**src/sv/bgd_pkg.sv**
```systemverilog
`default_nettype none

package bgd_pkg;

  // Gesture and event codes, shared by the pending gesture and the result
  typedef enum logic [2:0] {
    EV_NONE    = 3'd0,
    EV_CLICK   = 3'd1,
    EV_DOUBLE  = 3'd2,
    EV_PRESS   = 3'd3,
    EV_LONG    = 3'd4,
    EV_DEPRESS = 3'd5
  } ev_e;

  localparam int unsigned TimeW    = 32;
  localparam int unsigned CfgIdxW  = 3;
  localparam int unsigned CfgDataW = 16;

  // Configuration register indexes
  localparam logic [CfgIdxW-1:0] RegActiveLevel = 3'd0;
  localparam logic [CfgIdxW-1:0] RegDebounce    = 3'd1;
  localparam logic [CfgIdxW-1:0] RegPress       = 3'd2;
  localparam logic [CfgIdxW-1:0] RegLongPress   = 3'd3;
  localparam logic [CfgIdxW-1:0] RegEndAction   = 3'd4;

  // Register reset values
  localparam logic                ActiveLevelRst = 1'b0;
  localparam logic [CfgDataW-1:0] DebounceRst    = 16'd50;
  localparam logic [CfgDataW-1:0] PressRst       = 16'd1000;
  localparam logic [CfgDataW-1:0] LongPressRst   = 16'd3000;
  localparam logic [CfgDataW-1:0] EndActionRst   = 16'd300;

endpackage

`default_nettype wire

```
**src/sv/bgd_if.sv**
```systemverilog
`default_nettype none

// Sample channel: raw pin level and millisecond timestamp
interface bgd_in_if;
  logic        valid;
  logic        ready;
  logic        pin_level;
  logic [31:0] now_ms;

  modport source (output valid, output pin_level, output now_ms, input ready);
  modport sink   (input valid, input pin_level, input now_ms, output ready);
endinterface

// Result channel: event code, raw level and time since last raw change
interface bgd_out_if;
  logic        valid;
  logic        ready;
  logic [2:0]  event_res;
  logic        input_level;
  logic [31:0] action_ms;

  modport source (output valid, output event_res, output input_level, output action_ms,
                  input ready);
  modport sink   (input valid, input event_res, input input_level, input action_ms,
                  output ready);
endinterface

`default_nettype wire

```
**src/sv/button_gesture_detector_core.sv**
```systemverilog
`default_nettype none

// Channel   Dir  Beat payload
// in_ch     in   pin_level (1), now_ms (32)
// out_ch    out  event_res (3), input_level (1), action_ms (32)
// cfg       in   cfg_we_i, cfg_idx_i (3), cfg_data_i (16), write-only
//
// One result beat per sample beat, via the sample and result registers.
// Sustains one sample per clock unless the output stalls: the sample register
// feeds one 32-bit subtract and a few compares into the result register.
// Reset clears the gesture state and loads the default level and thresholds.
// A stalled output holds its beat; the sample stage still takes a beat
// while the output register drains in the same cycle.
module button_gesture_detector_core
  import bgd_pkg::*;
(
  input  wire logic                clk_i,
  input  wire logic                rst_ni,
  bgd_in_if.sink                   in_ch,
  bgd_out_if.source                out_ch,
  input  wire logic                cfg_we_i,
  input  wire logic [CfgIdxW-1:0]  cfg_idx_i,
  input  wire logic [CfgDataW-1:0] cfg_data_i
);

  // Configuration registers
  logic                active_q;
  logic [CfgDataW-1:0] debounce_q, press_q, long_q, end_q;

  always_ff @(posedge clk_i or negedge rst_ni) begin
    if (!rst_ni) begin
      active_q   <= ActiveLevelRst;
      debounce_q <= DebounceRst;
      press_q    <= PressRst;
      long_q     <= LongPressRst;
      end_q      <= EndActionRst;
    end else if (cfg_we_i) begin
      unique case (cfg_idx_i)
        RegActiveLevel: active_q   <= cfg_data_i[0];
        RegDebounce:    debounce_q <= cfg_data_i;
        RegPress:       press_q    <= cfg_data_i;
        RegLongPress:   long_q     <= cfg_data_i;
        RegEndAction:   end_q      <= cfg_data_i;
        default: ; // drop writes to unused indexes
      endcase
    end
  end

  // Handshake: the sample stage advances when the output register is empty
  // or drains this cycle.
  logic s1_valid_q, out_valid_q;
  logic s1_adv, in_acc;

  assign s1_adv      = s1_valid_q && (!out_valid_q || out_ch.ready);
  assign in_ch.ready = !s1_valid_q || s1_adv;
  assign in_acc      = in_ch.valid && in_ch.ready;

  // Sample register
  logic             s1_pin_q;
  logic [TimeW-1:0] s1_now_q;

  always_ff @(posedge clk_i or negedge rst_ni) begin
    if (!rst_ni) begin
      s1_valid_q <= 1'b0;
    end else if (in_ch.ready) begin
      s1_valid_q <= in_ch.valid;
    end
  end

  always_ff @(posedge clk_i) begin
    if (in_acc) begin
      s1_pin_q <= in_ch.pin_level;
      s1_now_q <= in_ch.now_ms;
    end
  end

  // Gesture state
  logic             prev_q, prev_d;
  logic [TimeW-1:0] chg_q, chg_d;
  logic             stable_q, stable_d;
  logic [1:0]       cc_q, cc_d, cc_inc;
  ev_e              pend_q, pend_d;
  ev_e              ev_d;
  logic [TimeW-1:0] elapsed;
  logic             over_deb, over_press, under_long, over_long, over_end;

  always_comb begin
    prev_d   = prev_q;
    chg_d    = chg_q;
    stable_d = stable_q;
    cc_d     = cc_q;
    pend_d   = pend_q;
    ev_d     = EV_NONE;

    // Restart the elapsed time on every raw level change
    if (prev_q != s1_pin_q) begin
      prev_d = s1_pin_q;
      chg_d  = s1_now_q;
    end
    elapsed = s1_now_q - chg_d;

    over_deb   = elapsed > {16'd0, debounce_q};
    over_press = elapsed > {16'd0, press_q};
    under_long = elapsed < {16'd0, long_q};
    over_long  = elapsed > {16'd0, long_q};
    over_end   = elapsed > {16'd0, end_q};
    cc_inc     = (cc_q < 2'd2) ? cc_q + 2'd1 : cc_q;

    if (s1_pin_q == active_q) begin
      if (over_deb) begin
        if (stable_q != s1_pin_q) begin
          // Fresh debounced press: count a click, saturate at two
          stable_d = s1_pin_q;
          cc_d     = cc_inc;
          pend_d   = (cc_inc == 2'd1) ? EV_CLICK : EV_DOUBLE;
        end else if (cc_q <= 2'd1) begin
          if (over_press && under_long) begin
            pend_d = EV_PRESS;
          end else if (over_long && pend_q != EV_LONG) begin
            pend_d = EV_LONG;
            ev_d   = EV_LONG;
          end
        end
      end
    end else if (over_deb) begin
      stable_d = s1_pin_q;
      if (over_end) begin
        // Quiet gap after release: report the pending gesture (long as depress) and clear
        cc_d   = 2'd0;
        pend_d = EV_NONE;
        unique case (pend_q) inside
          EV_LONG:                      ev_d = EV_DEPRESS;
          EV_CLICK, EV_DOUBLE, EV_PRESS: ev_d = pend_q;
          default:                      ev_d = EV_NONE;
        endcase
      end
    end
  end

  always_ff @(posedge clk_i or negedge rst_ni) begin
    if (!rst_ni) begin
      prev_q   <= 1'b0;
      chg_q    <= '0;
      stable_q <= 1'b0;
      cc_q     <= 2'd0;
      pend_q   <= EV_NONE;
    end else if (s1_adv) begin
      prev_q   <= prev_d;
      chg_q    <= chg_d;
      stable_q <= stable_d;
      cc_q     <= cc_d;
      pend_q   <= pend_d;
    end
  end

  // Result register
  ev_e              out_ev_q;
  logic             out_lvl_q;
  logic [TimeW-1:0] out_ms_q;

  always_ff @(posedge clk_i or negedge rst_ni) begin
    if (!rst_ni) begin
      out_valid_q <= 1'b0;
    end else if (s1_adv) begin
      out_valid_q <= 1'b1;
    end else if (out_ch.ready) begin
      out_valid_q <= 1'b0;
    end
  end

  always_ff @(posedge clk_i) begin
    if (s1_adv) begin
      out_ev_q  <= ev_d;
      out_lvl_q <= s1_pin_q;
      out_ms_q  <= elapsed;
    end
  end

  assign out_ch.valid       = out_valid_q;
  assign out_ch.event_res   = out_ev_q;
  assign out_ch.input_level = out_lvl_q;
  assign out_ch.action_ms   = out_ms_q;

`ifndef SYNTHESIS
  a_cc_sat: assert property (@(posedge clk_i) disable iff (!rst_ni)
    cc_q != 2'd3)
    else $error("click count passed saturation");

  a_long_once: assert property (@(posedge clk_i) disable iff (!rst_ni)
    s1_adv && ev_d == EV_LONG |=> pend_q == EV_LONG)
    else $error("long press fired without latching pending gesture");

  a_depress_clears: assert property (@(posedge clk_i) disable iff (!rst_ni)
    s1_adv && ev_d == EV_DEPRESS |=> pend_q == EV_NONE && cc_q == 2'd0)
    else $error("depress left gesture state behind");

  a_no_overrun: assert property (@(posedge clk_i) disable iff (!rst_ni)
    !(in_acc && s1_valid_q && !s1_adv))
    else $error("sample accepted over a stalled sample stage");

  a_result_beat: assert property (@(posedge clk_i) disable iff (!rst_ni)
    s1_adv |=> out_valid_q && out_ms_q == $past(elapsed))
    else $error("result register missed a sample");
`endif

endmodule

`default_nettype wire
```
**src/flat_wrapper.sv**
```systemverilog
// flat-port wrapper written by rule: the top's interface ports become plain ports
module button_gesture_detector_core_flat import bgd_pkg::*;
  (clk_i, rst_ni, cfg_we_i, cfg_idx_i, cfg_data_i, in_ch_valid, in_ch_pin_level, in_ch_now_ms, in_ch_ready, out_ch_valid, out_ch_event_res, out_ch_input_level, out_ch_action_ms, out_ch_ready);
  bgd_in_if in_ch_i ();
  bgd_out_if out_ch_i ();
  input  wire logic clk_i;
  input  wire logic rst_ni;
  input  wire logic cfg_we_i;
  input  wire logic [CfgIdxW-1:0] cfg_idx_i;
  input  wire logic [CfgDataW-1:0] cfg_data_i;
  input wire logic [$bits(in_ch_i.valid)-1:0] in_ch_valid;
  input wire logic [$bits(in_ch_i.pin_level)-1:0] in_ch_pin_level;
  input wire logic [$bits(in_ch_i.now_ms)-1:0] in_ch_now_ms;
  output wire logic [$bits(in_ch_i.ready)-1:0] in_ch_ready;
  output wire logic [$bits(out_ch_i.valid)-1:0] out_ch_valid;
  output wire logic [$bits(out_ch_i.event_res)-1:0] out_ch_event_res;
  output wire logic [$bits(out_ch_i.input_level)-1:0] out_ch_input_level;
  output wire logic [$bits(out_ch_i.action_ms)-1:0] out_ch_action_ms;
  input wire logic [$bits(out_ch_i.ready)-1:0] out_ch_ready;
  assign in_ch_i.valid = in_ch_valid;
  assign in_ch_i.pin_level = in_ch_pin_level;
  assign in_ch_i.now_ms = in_ch_now_ms;
  assign in_ch_ready = in_ch_i.ready;
  assign out_ch_valid = out_ch_i.valid;
  assign out_ch_event_res = out_ch_i.event_res;
  assign out_ch_input_level = out_ch_i.input_level;
  assign out_ch_action_ms = out_ch_i.action_ms;
  assign out_ch_i.ready = out_ch_ready;
  button_gesture_detector_core u_core (.clk_i(clk_i), .rst_ni(rst_ni), .in_ch(in_ch_i), .out_ch(out_ch_i), .cfg_we_i(cfg_we_i), .cfg_idx_i(cfg_idx_i), .cfg_data_i(cfg_data_i));
endmodule
```
**config.mk**
```make
export PLATFORM = sky130hd
export DESIGN_NAME = button_gesture_detector_core_flat
export DESIGN_NICKNAME = d
export VERILOG_FILES = /design/src/sv/bgd_pkg.sv /design/src/sv/bgd_if.sv /design/src/sv/button_gesture_detector_core.sv /design/src/flat_wrapper.sv
export SDC_FILE = /design/constraint.sdc
export NUM_CORES = 1
export LEC_CHECK = 0
export ABC_AREA = 1
export BUFFER_PORTS_ARGS = -buffer_cell sky130_fd_sc_hd__buf_2
export CAP_MARGIN = 5
export CORE_MARGIN = 1.5
export CORE_UTILIZATION = 65
export DETAILED_ROUTE_END_ITERATION = 10
export GPL_TIMING_DRIVEN = 0
export PLACE_DENSITY = 0.82
export SLEW_MARGIN = 20
export SYNTH_ARGS = -nofsm -noshare
export SYNTH_HDL_FRONTEND = slang
export SYNTH_SLANG_ARGS = --single-unit
```
**constraint.sdc**
```tcl
create_clock -name clk_i -period 8 [get_ports clk_i]
set_input_delay 2 -clock clk_i [delete_from_list [all_inputs] [get_ports clk_i]]
set_output_delay 2 -clock clk_i [all_outputs]
set_load 0.05 [all_outputs]
```
; Word-level counts from Yosys, hierarchy flattened
; Index checks and enable logic that the tools add are counted.
; Widths: inputs -> output; s select.
[classes]
add_sub_neg = 2
eq_ne = 16
muxes = 31
reduce_logical = 21
order_cmp = 7
[ops]
columns = op, n
row1 = $gt 32x16->1, 4
row2 = $mux 3, 16
row3 = $lt 32x16->1, 1
row4 = $mux 32, 1
row5 = $sub 32x32->32, 1
row6 = $mux 2, 7
row7 = $eq 3x2->1 const B, 4
row8 = $reduce_and 2->1, 6
row9 = $eq 3x1->1 const B, 2
row10 = $eq 3x3->1 const B, 2
row11 = $mux 1, 6
row12 = $ne 3x3->1 const B, 2
row13 = $pmux 3 s2, 1
row14 = $reduce_and 5->1, 1
row15 = $logic_and 1x1->1, 4
row16 = $ne 4x4->1 const B, 1
row17 = $reduce_and 4->1, 1
row18 = $reduce_bool 2->1, 2
row19 = $logic_not 3->1, 1
row20 = $reduce_and 3->1, 1
row21 = $reduce_or 3->1, 1
row22 = $add 2x1->2 const B, 1
row23 = $eq 2x1->1 const B, 1
row24 = $le 2x1->1 const B, 1
row25 = 6 further kinds, 9
[word_totals]
register_bits = 175
in_bits = 57

; Logic depth before layout (Yosys ltp)
[depth]
word_depth = 11
mapped_depth = 32

; Least setup slack after synthesis
; OpenSTA, ideal clock, no wires.
[synth_path]
kind = input to output
startpoint = in out_ch_ready
endpoint = out in_ch_ready
path_stages = 2
required_ns = 6.000
path_buffers = 0
arrival_ns = 2.460
path_slack_ns = 3.540
path_cell_list = inv_1 > nand3_1
[synth_via]
elab_chain_cells = 3
[synth_rtl]
columns = item, line
row1 = start: declaration, flat_wrapper.sv:19  ; input wire logic [$bits(out_ch_i.ready)-1:0] out_ch_ready;
row2 = $logic_or 1x1->1, button_gesture_detector_core.sv:54  ; assign s1_adv = s1_valid_q && (!out_valid_q || out_ch.ready);
row3 = $logic_and 1x1->1, button_gesture_detector_core.sv:54
row4 = $logic_or 1x1->1, button_gesture_detector_core.sv:55  ; assign in_ch.ready = !s1_valid_q || s1_adv;
row5 = end: declaration, flat_wrapper.sv:14  ; output wire logic [$bits(in_ch_i.ready)-1:0] in_ch_ready;
; No other way between the ends.

; Worst setup path after layout
[layout_path]
startpoint = reg u_core.s1_pin_q
endpoint = reg u_core.cc_q[0]
[layout_via]
elab_chain_cells = 6
word_cells_on_any_way = 11
classes_between = 1 x add/sub / 2 x order compare / 4 x eq/ne / 2 x mux / 2 x reduce/logical
[layout_rtl]
columns = item, line
row1 = start: declaration, button_gesture_detector_core.sv:59  ; logic s1_pin_q;
row2 = start signal: assignment, button_gesture_detector_core.sv:72  ; s1_pin_q <= in_ch.pin_level;
row3 = $ne 1x1->1 (*), button_gesture_detector_core.sv:96  ; if (prev_q != s1_pin_q) begin
row4 = $mux 32 (*), button_gesture_detector_core.sv:96
row5 = $sub 32x32->32 (*), button_gesture_detector_core.sv:100  ; elapsed = s1_now_q - chg_d;
row6 = named net u_core.elapsed[14], button_gesture_detector_core.sv:84  ; logic [TimeW-1:0] elapsed;
row7 = $gt 32x16->1, button_gesture_detector_core.sv:106  ; over_end = elapsed > {16'd0, end_q};
row8 = $reduce_bool 2->1 (no line), n/a
row9 = $reduce_and 4->1 (no line) (*), n/a
row10 = end signal: assignment, button_gesture_detector_core.sv:145  ; cc_q <= 2'd0;
row11 = end signal: assignment, button_gesture_detector_core.sv:151  ; cc_q <= cc_d;
row12 = end: declaration, button_gesture_detector_core.sv:81  ; logic [1:0] cc_q, cc_d, cc_inc;
; Mark *: on every way through the listed nets, which the timed path passes. The rest lies on a longest branch.
; A chain may end at the register's enable or synchronous reset.

==> results.py <==
metrics = {
    "outcome": {
        "status": "complete, no violations",
    },
    "critical_path": {
        "crit_required_ns": 8.37,
        "setup.worst_path.start": "u_core.s1_pin_q",
        "cp_max_fo": 10,
        "r2r_setup_slack_ns": 1.83,
        "r2r-end": "u_core.cc_q[0]",
        "r2r-start": "u_core.s1_pin_q",
        "path_class": "flip-flop to flip-flop",
        "startpoint_type": "flip-flop",
        "crit_end": "u_core.cc_q[0]",
        "critPathArrivalTime_ns": 6.54,
        "worst_r2r_path_depth": 27,
        "cp-end-kind": "flip-flop",
    },
    "logic_synthesis": {
        "synth_cell_types": 47,
        "syn-num-nets": 1506,
        "synth_most_common_cell": "nand2_1",
        "async_flop_share_pct": 60.6,
        "synth-edff-count": 69,
        "yosysWarnings": 0,
        "ys_top_cells_by_count": "329 x nand2_1, 234 x inv_1, 145 x o21ai_0, 89 x ha_1, 86 x dfrtp_1",
        "synth_top_area_share_pct": 19.5,
        "syn_area_per_cell_um2": 8.12,
        "ys_ff_latch": 175,
        "syn-cell-area_um2": 11000,
        "synth_area_leaders": "dfrtp_1 19%, edfxtp_1 19%, nand2_1 11%, ha_1 10%, inv_1 8.0%",
        "yosysTopAreaCell": "dfrtp_1",
        "ys_seq_area_share_pct": 43.0,
        "netlist_instances": 1360,
        "synth_flop_cell": "dfrtp_1",
    },
    "timing": {
        "tightest_slew_ns": 0.965,
        "finClkSkew_ns": 0.0132,
        "grt_setup_unrepaired": "no",
        "fin_hold_ws_ns": 0.473,
        "slew_violations": 0,
        "period_minus_slack_ns": 6.17,
        "tns_ns": 0,
        "finalSetupViolCount": 0,
        "post-route-period-util_pct": 77.1,
        "finalHoldViolations": 0,
        "maxSlewHeadroom_pct": 35.6,
        "setup_slack_ns": 1.83,
        "fmax_mhz": 162,
    },
    "cells_and_area": {
        "n_antenna_cell": 0,
        "nFillCells": 1273,
        "instances_no_fill": 1707,
        "drive_above_1_share_pct": 15.7,
        "final_area_um2": 12400,
        "areaGrowthSynthToFinish_pct": 12.5,
        "fin_nets": 1620,
    },
    "route": {
        "dr.pass1.iters": 5,
        "via_per_inst": 5.64,
        "vias": 9626,
        "drc_errors": 0,
        "wl_per_cell_um": 16.0,
        "drtIter0Drc": 823,
        "antenna_left": 0,
        "totalWireLength_um": 27400,
    },
    "cts": {
        "cts_hold_buf": 0,
        "clock_sinks": 175,
        "clkTransAtPathRegs_ns": 0.06,
        "cts_tree": "yes",
        "cts.htree.levels": 4,
        "cts-root-buf": "clkbuf_16",
        "postCtsSetupBuffers": 0,
        "post_cts_resized": 0,
        "clock_latency_ns": 0.45,
        "ctsLongestPathBuffers": 2,
        "numCtsBuffers": 17,
    },
    "floorplan": {
        "coreArea_um2": 16600,
        "die_h_um": 133,
        "dieArea_um2": 17800,
        "ios": 95,
        "die-width_um": 133,
        "fp-row-count": 47,
        "start_util_pct": 66.6,
    },
    "placement": {
        "dp.cells": 1675,
        "globalplace.congestion": 0.929,
        "dp_slack_ns": 2.20,
        "placed_cell_area_um2": 11800,
        "hpwl_um": 21100,
        "io_buffers": 94,
    },
    "job": {
        "cap_violations": 0,
    },
    "global_routing": {
        "first_global_vias": 9025,
        "grt_max_degree": 73,
        "grt_pass1_wl_um": 44400,
        "grt_overflow": 0,
        "gr-usage-all-layers_pct": 32.0,
        "antenna_found_initial": 0,
    },
    "pwr": {
        "leakage_nw": 6.16,
        "irDropWorstVdd_v": 0.000331,
        "p_per_area_nw_per_um2": 404,
    },
    "worst_hold_path": {
        "hold_class": "flip-flop to flip-flop",
    },
}
-- cells by family (layout without fill, tap and decap cells) --
group | count (synthesis) | in the layout | share of synthesized area, %
fa+ha+maj | 89 | 89 | 10.1
simple gates | 568 | 568 | 24.3
compound gates | 241 | 241 | 11.7
buf+inv | 270 | 397 | 9.40
flops | 175 | 175 | 43.0
xor+xnor | 17 | 17 | 1.42
-- where the power goes --
part           internal, W  leakage, nW  switching (W)
Sequential         0.00124         1.95       0.000128
Clock             0.000471        0.300       0.000370
Combinational     0.000887         3.91        0.00191
-- layout make-up --
cell class,instances,area (um^2),share of cell area (%)
clock inverters,12,119,0.957
clock buffers,20,478,3.85
plain buffers,24,114,0.917
repair buffers,95,504,4.06
inverters,246,923,7.44
well taps,220,275,2.22
multi-input cells,915,5250,42.3
flip-flops and latches,175,4750,38.3
-- registers in the layout, summed over array words and instances (netlist names) --
name / count
u_core.chg_q: 32
u_core.out_ch.action_ms: 32
u_core.s1_now_q: 32
u_core.debounce_q: 16
u_core.end_q: 16
u_core.long_q: 16
u_core.press_q: 16
u_core.out_ch.event_res: 3
u_core.pend_q: 3
u_core.cc_q: 2
u_core.active_q: 1
u_core.out_ch.input_level: 1
u_core.out_ch.valid: 1
u_core.prev_q: 1
u_core.s1_pin_q: 1
u_core.s1_valid_q: 1
u_core.stable_q: 1
-- critical path, stage by stage (launching register included) --
cell and delay [ns]:
edfxtp_1 0.61, inv_2 0.15, nand2_2 0.12, nand2_4 0.08, buf_6 0.16, inv_1 0.15
clkbuf_1 0.45, nand2_1 0.10, o21ai_0 0.12, ha_1 0.27, inv_1 0.13, o21ai_0 0.25
inv_1 0.08, nand3_1 0.18, nand2_1 0.07, nand2_1 0.18, xor2_1 0.52, ha_1 0.22
nand2_1 0.05, inv_1 0.06, nand3_1 0.13, nor3_1 0.53, inv_1 0.09, o41ai_1 0.69
nand4_1 0.37, nand3_1 0.21, nand2_1 0.08, o21ai_2 0.05
-- per-layer routing --
layer  share of wire, %  wire length [um]  up-vias  GRT usage (%)
met3                8.6              2370       45           7.08
met4                1.7               470        0           8.39
met2                 45             12400      382           50.5
met5                  0                 0        -              0
li1                   -                 -     4660              -
met1                 45             12200     4539           45.1
-- worst min-delay path by stage --
stage / startpoint / endpoint / cells past startpoint
final: u_core.pend_q[2] / u_core.pend_q[2] / 2
after CTS: u_core.pend_q[2] / u_core.pend_q[2] / 2
after floorplan: u_core.cc_q[1] / u_core.cc_q[1] / 2
after global placement: u_core.cc_q[1] / u_core.cc_q[1] / 2
after detailed placement: u_core.pend_q[2] / u_core.pend_q[2] / 2
after global routing: u_core.cc_q[1] / u_core.cc_q[1] / 2
-- placed cells by master, fill, tap and decap left out, drive strengths merged --
master / n
o41ai: 1
nor4: 2
a21oi: 62
clkinv: 5
a221oi: 1
nand2: 355
clkbuf: 42
ha: 89
o221ai: 3
a211oi: 4
o211ai: 5
nand3b: 3
o211a: 1
o31ai: 1
or2: 2
and3: 2
o2111ai: 3
o21a: 4
xnor2: 9
xor2: 8
nor3: 13
edfxtp: 69
nor2: 90
dfstp: 20
a31oi: 3
dfrtp: 86
nand3: 84
inv: 252
and2: 1
bufinv: 1
buf: 97
nand4: 16
o21ai: 151
o21bai: 2
-- stage by stage --
stage / utilization, % / total power [W]
after global placement: 71.1 / 0.00398
after detailed placement: 71.3 / 0.00409
after floorplan: - / 0.00338
after CTS: 74.9 / 0.00498
final: 74.9 / 0.00501
after global routing: 74.9 / 0.00539
(Power assumes the default switching activity.)
